==> config.mk <==
export PLATFORM = sky130hd
export DESIGN_NAME = pbd_sqrt_pipe
export DESIGN_NICKNAME = d
export VERILOG_FILES = /design/src/rtl/pbd_pkg.sv /design/src/rtl/pbd_sqrt_pipe.sv
export SDC_FILE = /design/constraint.sdc
export NUM_CORES = 2
export LEC_CHECK = 0
export ABC_CLOCK_PERIOD_IN_PS = 5800
export BUFFER_PORTS_ARGS = -buffer_cell sky130_fd_sc_hd__buf_2
export CAP_MARGIN = 10
export CELL_PAD_IN_SITES_DETAIL_PLACEMENT = 0
export CELL_PAD_IN_SITES_GLOBAL_PLACEMENT = 1
export CORE_MARGIN = 2
export CORE_UTILIZATION = 54
export DETAILED_ROUTE_END_ITERATION = 8
export HOLD_SLACK_MARGIN = 0.02
export MAX_ROUTING_LAYER = met4
export PLACE_DENSITY = 0.84
export RECOVER_POWER = 100
export SLEW_MARGIN = 20
export SYNTH_ARGS = -nofsm -noshare
export SYNTH_HDL_FRONTEND = slang
export SYNTH_MEMORY_MAX_BITS = 65536
export SYNTH_SLANG_ARGS = --single-unit
==> constraint.sdc <==
create_clock -name clk_i -period 5.8 [get_ports clk_i]
set_clock_uncertainty 0.15 [all_clocks]
set_input_delay 0.87 -clock clk_i [delete_from_list [all_inputs] [get_ports clk_i]]
set_output_delay 0.87 -clock clk_i [all_outputs]
set_load 0.05 [all_outputs]
==> src/rtl/pbd_pkg.sv <==
// Package for the distance-constraint projection pipeline.
// Widths, item and sideband structs, outcome codes. No dependencies.
package pbd_pkg;

  localparam int PosBits   = 32;
  localparam int MassBits  = 16;
  localparam int MagBits   = PosBits + 1;       // |p2 - p1|
  localparam int SumSqBits = 2 * PosBits + 2;   // sum of three squares
  localparam int RootBits  = PosBits + 1;       // floor sqrt of the sum
  localparam int WsumBits  = MassBits + 1;
  localparam int DenBits   = RootBits + WsumBits;
  localparam int ProdBits  = MagBits + RootBits;
  localparam int NumBits   = ProdBits + MassBits + 1;
  localparam int QuoBits   = PosBits + 2;       // share never exceeds |D - L| + 1

  typedef logic signed [PosBits-1:0] pos_t;
  typedef logic [MassBits-1:0]       mass_t;
  typedef logic [MagBits-1:0]        mag_t;

  typedef enum logic [1:0] {
    OutCorrected  = 2'd0,
    OutPinned     = 2'd1,
    OutCoincident = 2'd2,
    OutSaturated  = 2'd3
  } outcome_e;

  typedef struct packed {
    pos_t                first_x;
    pos_t                first_y;
    pos_t                first_z;
    pos_t                second_x;
    pos_t                second_y;
    pos_t                second_z;
    mass_t               first_inv_mass;
    mass_t               second_inv_mass;
    logic [PosBits-2:0]  rest_length;
  } in_item_t;

  typedef struct packed {
    pos_t     new_first_x;
    pos_t     new_first_y;
    pos_t     new_first_z;
    pos_t     new_second_x;
    pos_t     new_second_y;
    pos_t     new_second_z;
    outcome_e outcome;
  } out_item_t;

  // Carried alongside the square root
  typedef struct packed {
    pos_t [2:0]         p1;
    pos_t [2:0]         p2;
    mag_t [2:0]         dmag;
    logic [2:0]         dneg;
    mass_t              w1;
    mass_t              w2;
    logic [PosBits-2:0] rest;
    logic               pinned;
    logic               coinc;
  } side_a_t;

  // Carried alongside the dividers
  typedef struct packed {
    pos_t [2:0] p1;
    pos_t [2:0] p2;
    logic [2:0] dneg;
    logic       drneg;
    logic       pinned;
    logic       coinc;
  } side_b_t;

endpackage

==> src/rtl/pbd_sqrt_pipe.sv <==
// Pipelined digit-by-digit integer square root, one root bit per stage.
// Uses pbd_pkg for the default width; widths given by parameter.
module pbd_sqrt_pipe #(
  parameter int ROOT_W = pbd_pkg::RootBits
) (
  input  logic                  clk_i,
  input  logic                  rst_ni,
  input  logic                  valid_i,
  input  logic [2*ROOT_W-1:0]   radicand_i,
  output logic                  valid_o,
  output logic [ROOT_W-1:0]     root_o
);

  localparam int RemW = ROOT_W + 3;

  logic [RemW-1:0]     rem_q  [ROOT_W];
  logic [ROOT_W-1:0]   root_q [ROOT_W];
  logic [2*ROOT_W-1:0] rad_q  [ROOT_W];
  logic [ROOT_W-1:0]   vld_q;

  for (genvar s = 0; s < ROOT_W; s++) begin : g_stage
    logic [RemW-1:0]     rem_in, shifted, trial;
    logic [ROOT_W-1:0]   root_in;
    logic [2*ROOT_W-1:0] rad_in;
    logic                vld_in;

    if (s == 0) begin : g_first
      assign rem_in  = '0;
      assign root_in = '0;
      assign rad_in  = radicand_i;
      assign vld_in  = valid_i;
    end else begin : g_next
      assign rem_in  = rem_q[s-1];
      assign root_in = root_q[s-1];
      assign rad_in  = rad_q[s-1];
      assign vld_in  = vld_q[s-1];
    end

    // bring down two radicand bits, try (4r + 1)
    assign shifted = {rem_in[RemW-3:0], rad_in[2*ROOT_W-1 -: 2]};
    assign trial   = {1'b0, root_in, 2'b01};

    always_ff @(posedge clk_i or negedge rst_ni) begin
      if (!rst_ni) begin
        vld_q[s] <= 1'b0;
      end else begin
        vld_q[s] <= vld_in;
      end
    end

    always_ff @(posedge clk_i) begin
      rad_q[s] <= {rad_in[2*ROOT_W-3:0], 2'b00};
      if (shifted >= trial) begin
        rem_q[s]  <= shifted - trial;
        root_q[s] <= {root_in[ROOT_W-2:0], 1'b1};
      end else begin
        rem_q[s]  <= shifted;
        root_q[s] <= {root_in[ROOT_W-2:0], 1'b0};
      end
    end
  end

  assign valid_o = vld_q[ROOT_W-1];
  assign root_o  = root_q[ROOT_W-1];

endmodule

Word-level counts from Yosys, hierarchy flattened
Memory sizes are Yosys's and may differ from the RTL's. Index checks and enable logic that the tools add are counted.

Memory bits (read-only): 0. Bits in latches: 0. Memories: 3. Bits in writable memories: 4389. Register bits: 33.

Memory list: rad_q (words 33, bits a word 64, read ports 32, clocked after memory_dff 0, write ports 33, RTL line pbd_sqrt_pipe.sv:18) `logic [2*ROOT_W-1:0] rad_q [ROOT_W];`; rem_q (words 33, bits a word 36, read ports 32, clocked after memory_dff 0, write ports 33, RTL line pbd_sqrt_pipe.sv:16) `logic [RemW-1:0] rem_q [ROOT_W];`; root_q (words 33, bits a word 33, read ports 33, clocked after memory_dff 0, write ports 33, RTL line pbd_sqrt_pipe.sv:17) `logic [ROOT_W-1:0] root_q [ROOT_W];`.

Shift-type cells: 0. Equal/unequal tests: 0. Mux-type cells: 165. Reductions and logical operators: 0. Bitwise logic cells: 66. Add/subtract/negate cells: 33. $mul: 0. Magnitude comparators: 33. Div/mod/pow operators: 0.

Operators by type and width (number): two-way mux 36 bit (33); greater-or-equal comparator 36 x 35 -> 1 bit (32); subtractor 36 x 35 -> 36 bit (32); two-way mux 33 bit (33); two-way mux 1 bit (99); OR 1 bit (66); subtractor 2 x 1 -> 3 bit (second input constant) (1); greater-or-equal comparator 2 x 1 -> 1 bit (second input constant) (1).

Longest topological paths before layout
An unclocked memory read counts as a cell.

Depth in word-level cells: 5. Mapped depth: 14.

Least setup slack after synthesis
Ideal clock, no wire load.

Path kind: reg2reg. From: mem rem_q[16][20] (netlist bit). To: mem rem_q[17][33] (netlist bit). Arrival time: 3023 ps. Stages on the path, launching flop included: 11. Setup slack: 2493 ps. Required time: 5516 ps. Buffers on the path: 1. Cells stage by stage: dfxtp_1 -> or4_1 -> or4b_1 -> or4_4 -> nor4_2 -> nand3_1 -> o21ai_2 -> or3b_1 -> buf_2 -> nor4_1 -> xor2_1.

RTL lines (RTL line): from (decl) (pbd_sqrt_pipe.sv:16).

==> run metrics <==
status=finished with violations; violations in the final reports=capacitance limit, slew limit; Final Core Density=61.5%; Max Root-Sink Buffers=4; Synth cell types=94; Placeable Area=about 180000 sq um; Iter 0 DRT Violations=~4000; GR Overflow Total=0; final period utilization=just over 80%; IO Pins=just over 100; post-synthesis cell area=slightly below 100000 sq um; Die Y=about 430 um; PwrDens=449 nW/um^2; drt pass-1 iters=5; design area=~110000 sq um; Layout area overhead=13.1%; CTS tree=done; largest net degree at the start of global routing=between 60 and 70; vias per cell=5.32; Yosys warning total=0; unrepaired setup endpoints after global routing=no; share of cells above drive strength 1=about 6.4%; std cell rows=about 160; worst min path class=reg2reg; Placed Cells=12000; Num Clock Sinks=approximately 2700; Total GRT Usage=23.3%; CTS resizes=0; Max Cap Violations=4; Inserted Diodes=0; CP Capture Type=flop; Final setup viols=0; Max-Slew Margin vs Limit=-41.3%; DR WL/cell=approximately 17 um; DRT antenna net count=0; Synth area leader=dfxtp_1; # DRC=0; CP Buf/Inv Count=2; starting density of the core=54.3%; number of synthesized flops with an enable pin=0; CP dominant cell by count=o21ai_0; Max Used Layer=met4; die span in x=~430 um; Worst-path clk slew=0.06 ns; Setup CP Type=reg2reg; Area contributors post-synth=dfxtp_1, ha_1, xor2_1; Num CTS Buffers=roughly 280; Worst path top cell family by delay=compound AO/OA/AOI/OAI gates; nets@finish=between 10000 and 15000; Vias=between 60000 and 70000; VDD IR max=between 0.2 and 0.3 mV; DP Wirelength=roughly 160000 um; startpoint types=flop; worst path cell trace=inv_1 -> ha_1 -> nor2b_1 -> o31a_1 -> nor4_1 -> o211ai_1 -> a21boi_0 -> o21ai_0 -> nor2_4 -> clkbuf_2 -> o21ai_0; CTS H-tree depth=5; Met2 Wirelength=roughly 100000 um; P_leak=52.1 nW; initial antenna violation count=1; Critical Path RT=about 6.3 ns; Slowest Stage Delay on Critical Path=between 0.8 and 0.9 ns; Max Slew Vio Count=approximately 160; Post-DP Area=about 100000 sq um; vias in the first global route=~66000; WP data arrival=5.24 ns; Final Hold Viols=0; PortBufs=slightly above 100; sequential-to-total area share from yosys stat=a little over half; die area=between 150000 and 200000 sq um; Syn Area/Cell=between 10 and 15 sq um; first-pass GRT wire length=roughly 340000 um; fin crit period=around 4.7 ns; Yosys reg bits=about 2700; post-synth top area share=between 50% and 60%; routability-driven placement congestion ratio=between 0.9 and 1; CTS Root Buffer Type=clkbuf_16; Clock Latency Late Sink=approximately 0.93 ns; hold slack=~0.14 ns; most frequent cells in the layout=dfxtp_1, inv_1, nand2_1; met1 wire length=92900 um; commonest non-fill, non-tap cell in the layout=dfxtp_1; Syn Inst Count=between 9000 and 10000; Finished Layout Cells=12500; metal3 WL=7670 um; worst-path fanout max=around 60; Fin Setup TNS=0 ns; Worst Tran Pin Value=roughly 2.1 ns; final WL=around 210000 um; Peak Freq=roughly 0.21 GHz; top_reg_cell synth=dfxtp_1; ys async rst share=under 10%; syn nets=between 10000 and 15000; slowest CP cell=clkbuf_2
## per-stage QoR
| stage | total power (W) | setup slack, ns |
|---|---|---|
| floorplan | 0.0296 | 2.49 |
| global placement | 0.0322 | 1.78 |
| detailed placement | 0.0323 | 1.75 |
| CTS | 0.0505 | 1.69 |
| global route | 0.0525 | 0.693 |
| finish | 0.0499 | 1.07 |
## state kept, by name (all words and copies together), names as in the netlist
name,count
valid_o,1
root_q,561
g_stage.vld_in,32
rem_q,1037
rad_q,1056
## cell type report
type	count	area, sq um
Sequential cell	2687	54000
Multi-Input combinational cell	6023	40700
Timing Repair Buffer	202	1300
Fill cell	14900	69600
Clock buffer	378	8000
Clock inverter	108	1380
Inverter	753	2830
Tap cell	2370	2970
## repair_timing
item	4_1_cts	5_1_grt
endpoints found under the hold margin	101	0
hold buffers	69	0
buffers inserted	0	0
## cell families after synthesis
logic type,synth area share (%)
compound gates,12.6
mux,1.02
fa+ha+maj,7.59
simple gates,12.3
xor+xnor,7.84
other cells,0.00382
flops,54.9
buf+inv,3.68
## cell usage after synthesis (all sizes together), types with 12 or more instances
cell type  instances
a211oi            51
a31o              12
nand4            102
a2111oi           30
a31oi             49
o31a              14
xnor2            406
a21boi            17
and4              13
mux2              75
buf               25
o2111ai           16
nand2b           102
nor2b             88
or4               66
dfrtp             33
nor2             567
or2               42
o21bai            74
nor3b             22
nor4b             13
nand3            138
nand3b            19
and3              61
nor3             229
nand2            692
or3              104
a21oi            592
o211ai            30
o21a             102
o31ai             62
a21o             260
o21ai            532
nor4             157
clkbuf           176
inv              751
and2              24
mux2i             16
o41ai             15
dfxtp           2654
a211o             17
xor2             473
ha               596
## worst paths after layout
kind | depth (start not counted) | slack [ns] | startpoint | to
max in group asynchronous | 2 | 3.66 | rst_ni | g_stage[8].vld_in
worst min-delay path | 0 | 0.14 | rad_q[0][1141] | rad_q[0][1207]
worst max-delay path | 11 | 1.07 | root_q[29][0] | rem_q[30][10]
worst max register to register | 11 | 1.07 | root_q[29][0] | rem_q[30][10]
min in group asynchronous | 2 | 0.80 | rst_ni | g_stage[27].vld_in
worst min register to register | 0 | 0.14 | rad_q[0][1141] | rad_q[0][1207]
## power by group
| group | internal [W] | switching, W |
|---|---|---|
| combinational | 0.00355 | 0.00452 |
| sequential | 0.0215 | 0.00233 |
| clock | 0.0109 | 0.00709 |
| total | 0.0360 | 0.0139 |
## layer usage
| metal | vias to the layer above | GRT usage (%) |
|---|---|---|
| met4 | 0 | 8.39 |
| met3 | 472 | 2.90 |
| met5 | - | - |
| met2 | 1337 | 40.1 |
| li1 | 33700 | - |
| met1 | 31100 | 28.1 |
(Power assumes the default switching activity.)
