==> src/rtl/pbd_delay.sv <==
// Fixed-depth delay line for sideband data riding next to a long unit.
// Standalone.
module pbd_delay #(
  parameter int WIDTH = 8,
  parameter int DEPTH = 2
) (
  input  logic             clk_i,
  input  logic [WIDTH-1:0] data_i,
  output logic [WIDTH-1:0] data_o
);

  logic [WIDTH-1:0] tap_q [DEPTH];

  always_ff @(posedge clk_i) begin
    tap_q[0] <= data_i;
    for (int i = 1; i < DEPTH; i++) begin
      tap_q[i] <= tap_q[i-1];
    end
  end

  assign data_o = tap_q[DEPTH-1];

endmodule

==> config.mk <==
export PLATFORM = sky130hd
export DESIGN_NAME = pbd_delay
export DESIGN_NICKNAME = d
export VERILOG_FILES = /design/src/rtl/pbd_delay.sv
export SDC_FILE = /design/constraint.sdc
export NUM_CORES = 1
export LEC_CHECK = 0
export BUFFER_PORTS_ARGS = -buffer_cell sky130_fd_sc_hd__clkbuf_2
export CORE_UTILIZATION = 25
export CTS_BUF_LIST = sky130_fd_sc_hd__clkbuf_8
export CTS_CLUSTER_SIZE = 16
export DETAILED_ROUTE_END_ITERATION = 6
export GPL_TIMING_DRIVEN = 0
export MAX_ROUTING_LAYER = met4
export PLACE_DENSITY = 0.5
export SETUP_SLACK_MARGIN = 0.02
export SYNTH_ARGS = -nofsm -noshare
export SYNTH_HDL_FRONTEND = slang
export SYNTH_SLANG_ARGS = --single-unit
==> constraint.sdc <==
create_clock -name clk_i -period 1.2 [get_ports clk_i]
set_input_delay 0.06 -clock clk_i [delete_from_list [all_inputs] [get_ports clk_i]]
set_output_delay 0.06 -clock clk_i [all_outputs]
set_load 0.005 [all_outputs]
# After elaboration in Yosys (flattened, before gate mapping)
# Memory sizes are Yosys's and may differ from the RTL's.
# Index checks and enable logic that the tools add are counted.
[totals]
ff_bits = 0
mem_bits_rw = 16
output_inout_bits = 8
word_cells = 1
n_memories = 1
[memory_table]
columns = ["name", "depth", "width", "read_ports", "rd_clocked_by_memory_dff", "write_ports", "line_no", "source"]
rows = [
  ["tap_q", 2, 8, 2, 0, 2, "12", "logic [WIDTH-1:0] tap_q [DEPTH];"],
]

# Depth between registers and ports, before layout
# Gate-level depths: netlist (run 1).
[depth]
ltp_word = 0
ltp_mapped = 1

# Worst setup path after synthesis (run 1)
# Ideal clock, no wire load.
[synth_path]
path_kind = "register -> output"
startpoint = "memory tap_q[1][0] (netlist: tap_q[0][8])"
endpoint = "output data_o[0]"
t_arrival_ps = 393
slack_ps = 747
path_stages_with_launch = 2
n_path_buf = 1
path_cell_list = "dfxtp_1 > buf_4"
[synth_rtl]
columns = ["element", "line_no", "source"]
rows = [
  ["start, declared", "12", ""],
  ["end, declared", "9", "output logic [WIDTH-1:0] data_o"],
]

==> results of run 1 <==
[logic make-up after synthesis]
kind of cell	count (synthesis)	share of synthesized area [%]
buf+inv	8	15.8
flops	16	84.2
[worst paths after layout]
check,slack (ns),end,depth (start not counted)
worst max-delay path,0.40,data_o[1],2
worst min-delay path,0.32,tap_q[0][11],0
worst max register to register,0.79,tap_q[0][8],0
worst min register to register,0.32,tap_q[0][11],0
[layer usage]
metal	up-vias	wire, microns	global-route usage [%]
li1	118	-	-
met5	-	0	-
met2	6	315	12.9
met1	94	176	4.70
met4	0	0	10.0
met3	0	30	0
[stage by stage]
stage / setup slack, ns / instances
after global routing: 0.356 / 66
final: 0.396 / 66
after detailed placement: 0.643 / 55
after global placement: 0.650 / 55
after CTS: 0.386 / 66
after floorplan: 0.747 / 24
[layout by cell type, fill, tap and decap left out]
master         synthesis  final
clkbuf_2               0     16
dfxtp_1               16     16
buf_4                  8      8
dlygate4sd3_1          0      8
clkbuf_8               0      3
[cell type report]
cell class,instances,share of cell area (%)
clock buffers,3,6.87
plain buffers,8,10.0
flip-flops and latches,16,53.3
well taps,15,3.13
repair buffers,24,26.7
[power by group through the flow]
stage | Combinational (mW) | Clock (mW) | Sequential [mW]
after detailed placement | 0.0466 | 0 | 0.578
after global routing | 0.0730 | 0.391 | 0.569
after CTS | 0.0670 | 0.371 | 0.567
after floorplan | 0.0214 | 0 | 0.576
after global placement | 0.0456 | 0 | 0.577
final | 0.0669 | 0.366 | 0.567
[worst max-delay path, delay by kind of cell (launching register included)]
| family | cells | cell delay, ns |
|---|---|---|
| flops | 1 | 0.29 |
| buf+inv | 2 | 0.22 |
==> key figures, run 1 <==
Clocking
  • # hold bufs at CTS: 8
  • Post-CTS setup buffer count: 0
  • CTS sink cnt: 16
  • Number of CTS-inserted buffers: 3
  • CTS resizes: 0
  • Clock-pin slew on the worst setup and hold paths: 0.05 ns
  • Clk buf depth: 2
  • Clk Latency, worst-skew pair: around 0.23 ns
  • Htree depth: 1
  • CTS root buffer: clkbuf_8
  • CTS tree: built

Setup path
  • R2r startpoint: tap_q[0][0]
  • Setup crit start: tap_q[0][9]
  • CP arrival: 0.74 ns
  • Crit end category: output port
  • Slowest cell on the critical path: dfxtp_1
  • Critical Path RT: 1.14 ns
  • Max stage delay on crit path: 0.29 ns
  • Worst Setup Path Type: register to output port
  • Crit-path cells: buf_4 -> clkbuf_2
  • Max FO, Critical Path: 1
  • Worst setup SP type: register

Routing
  • Post-Route WL: about 520 microns
  • Antenna-violating nets left: 0
  • Total number of vias: about 220
  • Per-cell routed wire length: 7.91 microns
  • 1st-iter DRT viols: 5
  • Vias per std cell: around 3.3
  • DRT Pass-1 Iters: 2
  • Residual DRC: 0

Power
  • Clock power share: 36.6%
  • Internal power: around 0.83 mW
  • Pwr Total: 0.999 mW
  • LEAKAGE: 0.295 nW
  • Peak supply drop: 847 uV
  • Switching power: ~0.17 mW
  • Combinational share of power: between 6 and 7%
  • PwrDens: 1660 mW/mm^2
  • Sw Share: between 10% and 20%
  • Sequential power share: 56.7%

Final layout
  • Final instance area: approximately 600 sq um
  • Layout cells sized above 1: between 50% and 60%
  • Largest regs: tap_q: 16 flops
  • Final core utilization: 44.5%
  • Layout area overhead: 57.9%
  • Sequential standard cell area: 320 sq um
  • Layout filler cell count: 129
  • Max reg flops: 16
  • Antenna Cells: 0
  • Multi-input gates: 0
  • Multi-input logic area: 0 sq um
  • Fin nets: 62
  • Top reg by flops: tap_q

Floorplanning
  • Die height: between 40 and 50 microns
  • # rows: 13
  • Initial Utilization: 28.2%
  • Die X: 41.0 microns
  • Die Area: approximately 0.0017 sq mm
  • Core box area: 0.00135 sq mm
  • IO Pins: 17

Timing
  • Final min period: 0.804 ns
  • Max Fclk: 1240 MHz
  • Max_slew headroom: a little over nine tenths
  • WHS: 0.325 ns
  • Worst-Margin Slew: 0.0769 ns
  • Final Cycle Share: between 60% and 70%
  • Final hold vios: 0
  • Slew Viols, Final: 0
  • Fin Clk Skew: 0.000205 ns
  • Sum Neg Setup Slack: 0 ns
  • Setup violators final: 0
  • RSZ-0062 raised after global routing: false

Logic synthesis
  • Syn Nets: 33
  • Yosys reg bits: 16
  • Synthesis warning total: 0
  • Synth Instances: 24
  • Synth cell types: 2
  • Prevailing post-synth register cell: dfxtp_1
  • Ys async rst share: 0%
  • Leading post-synthesis cells by cell area: dfxtp_1 84%, buf_4 16%
  • Syn_area_per_cell: 15.8 sq um
  • Post-synth top cells: 16 x dfxtp_1, 8 x buf_4
  • Sequential area share after synthesis: roughly 84%
  • Top cell type's share of synthesized area: 84.2%
  • Post-synth top area cell: dfxtp_1
  • Mapped cell area: 380 sq um
  • Top-count cell post-synth: dfxtp_1
  • Post-synth EDFFs: 0

Place
  • Gpl congestion: approximately 0.55
  • Port Buf Inserts: 16
  • Cell Area, Placed: 479 sq um

Global route
  • Global-route usage over all layers: about 6.9%
  • First-pass GRT wire length: 655 microns
  • Largest net degree at the start of global routing: 9
  • Vias in the first global route: just under 200
  • Initial antenna violation count: 0
  • Grt ovf: 0

Worst hold path
  • Hold Path Class: register to register
  • HP Start: tap_q[0][3]

Outcome
  • Result of the run: complete, no violations

Run
  • Max-cap violation count: 0
No activity file was read; power rests on OpenSTA's default activity.
==> run 2: changes to the inputs <==
Settings changed: ABC_AREA set to 1.
Clock period 1.2 ns to 0.8 ns, I/O delays scaled along.
==> run 2 against run 1 <==
Compared with the run above: non-clock buffer count down 8; clock skew about the same; global-route usage down 0.47 points; worst hold slack about the same; sequential power up 50%; power up 47%; cell area down 10%; cell count down 12%; register-to-register slack worse by 0.39 ns; via count down 9.2%; critical endpoint is now data_o[0].
==> key figures, run 2 (synthesis results as in run 1) <==
Routing
  • Per-cell routed wire length: 8.50 microns (+7.5%)
  • 1st-iter DRT viols: 6 (+1)
  • Antenna-violating nets left: 0 (unchanged)
  • Post-Route WL: 493 microns (-5.6%)
  • DRT Pass-1 Iters: 2 (unchanged)
  • Total number of vias: 198 (-9.2%)
  • Vias per std cell: 3.41 (+3.4%)
  • Residual DRC: 0 (unchanged)

Timing
  • Final Cycle Share: between 80% and 90%
  • Setup violators final: 0 (unchanged)
  • Final min period: 0.691 ns
  • Sum Neg Setup Slack: 0 ns (unchanged)
  • Slew Viols, Final: 0 (unchanged)
  • Max Fclk: between 1000 and 1500 MHz
  • Max_slew headroom: 94.4% (-0.46 points)
  • Fin Clk Skew: 0.000210 ns (+0.00000444 ns)
  • Worst-Margin Slew: 0.0838 ns (+0.00685 ns)
  • Final hold vios: 0 (unchanged)
  • RSZ-0062 raised after global routing: false

Setup path
  • Crit-path cells: clkbuf_2
  • RR Endpoint: tap_q[0][15]
  • Max FO, Critical Path: 1 (unchanged)
  • R2R Setup Slk: 0.40 ns (-0.39 ns)
  • Setup crit start: tap_q[0][8]
  • Crit end category: output port
  • Worst setup SP type: register
  • Stages on worst setup path: 1 (-1)
  • Critical Path RT: 0.76 ns (-0.38 ns)
  • Buffers and inverters on the worst path: 1 (-1)
  • Critical path's top delay family: flip-flops
  • CP arrival: 0.65 ns (-0.09 ns)
  • R2R depth: 0 (unchanged)
  • Worst Setup Path Type: register to output port
  • Slowest cell on the critical path: dfxtp_1
  • R2r startpoint: tap_q[0][7]
  • Max stage delay on crit path: 0.31 ns (+0.02 ns)
  • Crit path capture: data_o[0]

Power
  • Switching power: 0.247 mW (+47%)
  • Sw Share: 16.8% (+0.018 points)
  • Combinational share of power: 4.9% (-1.8 points)
  • LEAKAGE: 0.256 nW (-13%)
  • Internal power: 1.22 mW (+47%)
  • Clock power share: 37.4% (+0.8 points)
  • Pwr Total: 1.47 mW (+47%)
  • Peak supply drop: 1280 uV (+51%)
  • PwrDens: 2720 mW/mm^2 (+64%)
  • Sequential power share: 57.8% (+1.1 points)

Final layout
  • Top reg by flops: tap_q
  • Fin cells: 58 (-12%)
  • Final core utilization: 40.0% (-4.4 points)
  • Layout cells sized above 1: 44.2% (-8.8 points)
  • Fin nets: 54 (-13%)
  • Largest regs: tap_q: 16 flops
  • Max reg flops: 16 (unchanged)
  • Multi-input gates: 0 (unchanged)
  • Multi-input logic area: 0 sq um (unchanged)
  • Commonest cells after routing, fill and taps aside: 16 x clkbuf_2, 16 x dfxtp_1, 8 x dlygate4sd3_1
  • Layout area overhead: 42.1%
  • Antenna Cells: 0 (unchanged)

Worst hold path
  • Worst hold stages: 0 (unchanged)
  • HP Start: tap_q[0][3]
  • Hold Path Class: register to register

Floorplanning
  • Core box area: 0.00135 sq mm (unchanged)
  • # rows: 13 (unchanged)
  • Die X: 41.0 microns (unchanged)
  • Die height: 41.0 microns (unchanged)
  • Initial Utilization: 28.2% (unchanged)
  • IO Pins: 17 (unchanged)
  • Die Area: 0.00168 sq mm (unchanged)

Clocking
  • Clk Latency, worst-skew pair: 0.23 ns (about the same)
  • Htree depth: 1 (unchanged)
  • Clk buf depth: 2 (unchanged)
  • Post-CTS setup buffer count: 0 (unchanged)
  • CTS tree: built
  • CTS root buffer: clkbuf_8
  • Number of CTS-inserted buffers: 3 (unchanged)
  • CTS sink cnt: 16 (unchanged)
  • Clock-pin slew on the worst setup and hold paths: 0.05 ns (about the same)
  • CTS resizes: 0 (unchanged)

Global route
  • Global-route usage over all layers: 6.41% (-0.47 points)
  • Initial antenna violation count: 0 (unchanged)
  • First-pass GRT wire length: 593 microns (-9.5%)
  • Vias in the first global route: 172 (-11%)
  • Grt ovf: 0 (unchanged)
  • Largest net degree at the start of global routing: 9 (unchanged)

Run
  • Max-cap violation count: 0 (unchanged)

Place
  • Placed Cells: 55 (unchanged)
  • Gpl congestion: 0.550 (unchanged)
  • Port Buf Inserts: 16 (unchanged)

Outcome
  • Result of the run: complete, no violations
## run 2: through the flow
step	hold slack, ns	setup slack, ns	instance area (sq um)
after floorplan	0.0677	0.367	380
after global placement	0.142	0.270	479
after detailed placement	0.144	0.263	479
after CTS	0.325	0.103	541
after global routing	0.331	0.0692	541
final	0.325	0.109	541
## run 2: power by group through the flow
stage	Combinational (mW)	Clock, mW	Sequential [mW]
floorplan	0.0321	0	0.864
global placement	0.0683	0	0.865
detailed placement	0.0700	0	0.867
CTS	0.0719	0.557	0.850
global route	0.0782	0.582	0.853
finish	0.0718	0.549	0.850
## run 2: metal layers
metal	up-vias	global-route usage [%]	part of all wire, %
met2	8	10.2	53
met4	0	12.5	3.0
li1	102	-	-
met1	86	4.70	37
met5	-	-	0
met3	2	0	6.3
## run 2: cell type report
class | instances | area [sq um]
well taps | 15 | 18.8
flip-flops and latches | 16 | 320
fillers | 136 | 810
clock buffers | 3 | 41.3
repair buffers | 24 | 160
## run 2: how the worst min path moves through the flow
| stage | endpoint | slack, ns |
|---|---|---|
| 2_1_floorplan | tap_q[0][0] | 0.07 |
| 3_3_place_gp | tap_q[0][7] | 0.14 |
| 3_5_place_dp | tap_q[0][6] | 0.14 |
| 4_1_cts | tap_q[0][14] | 0.32 |
| 5_1_grt | tap_q[0][12] | 0.33 |
| 6_report | tap_q[0][11] | 0.32 |
## run 2: timing repair
item / CTS / global route
endpoints found under the setup margin: 8 / 0
hold buffers: 8 / 0
endpoints found under the hold margin: 8 / 0
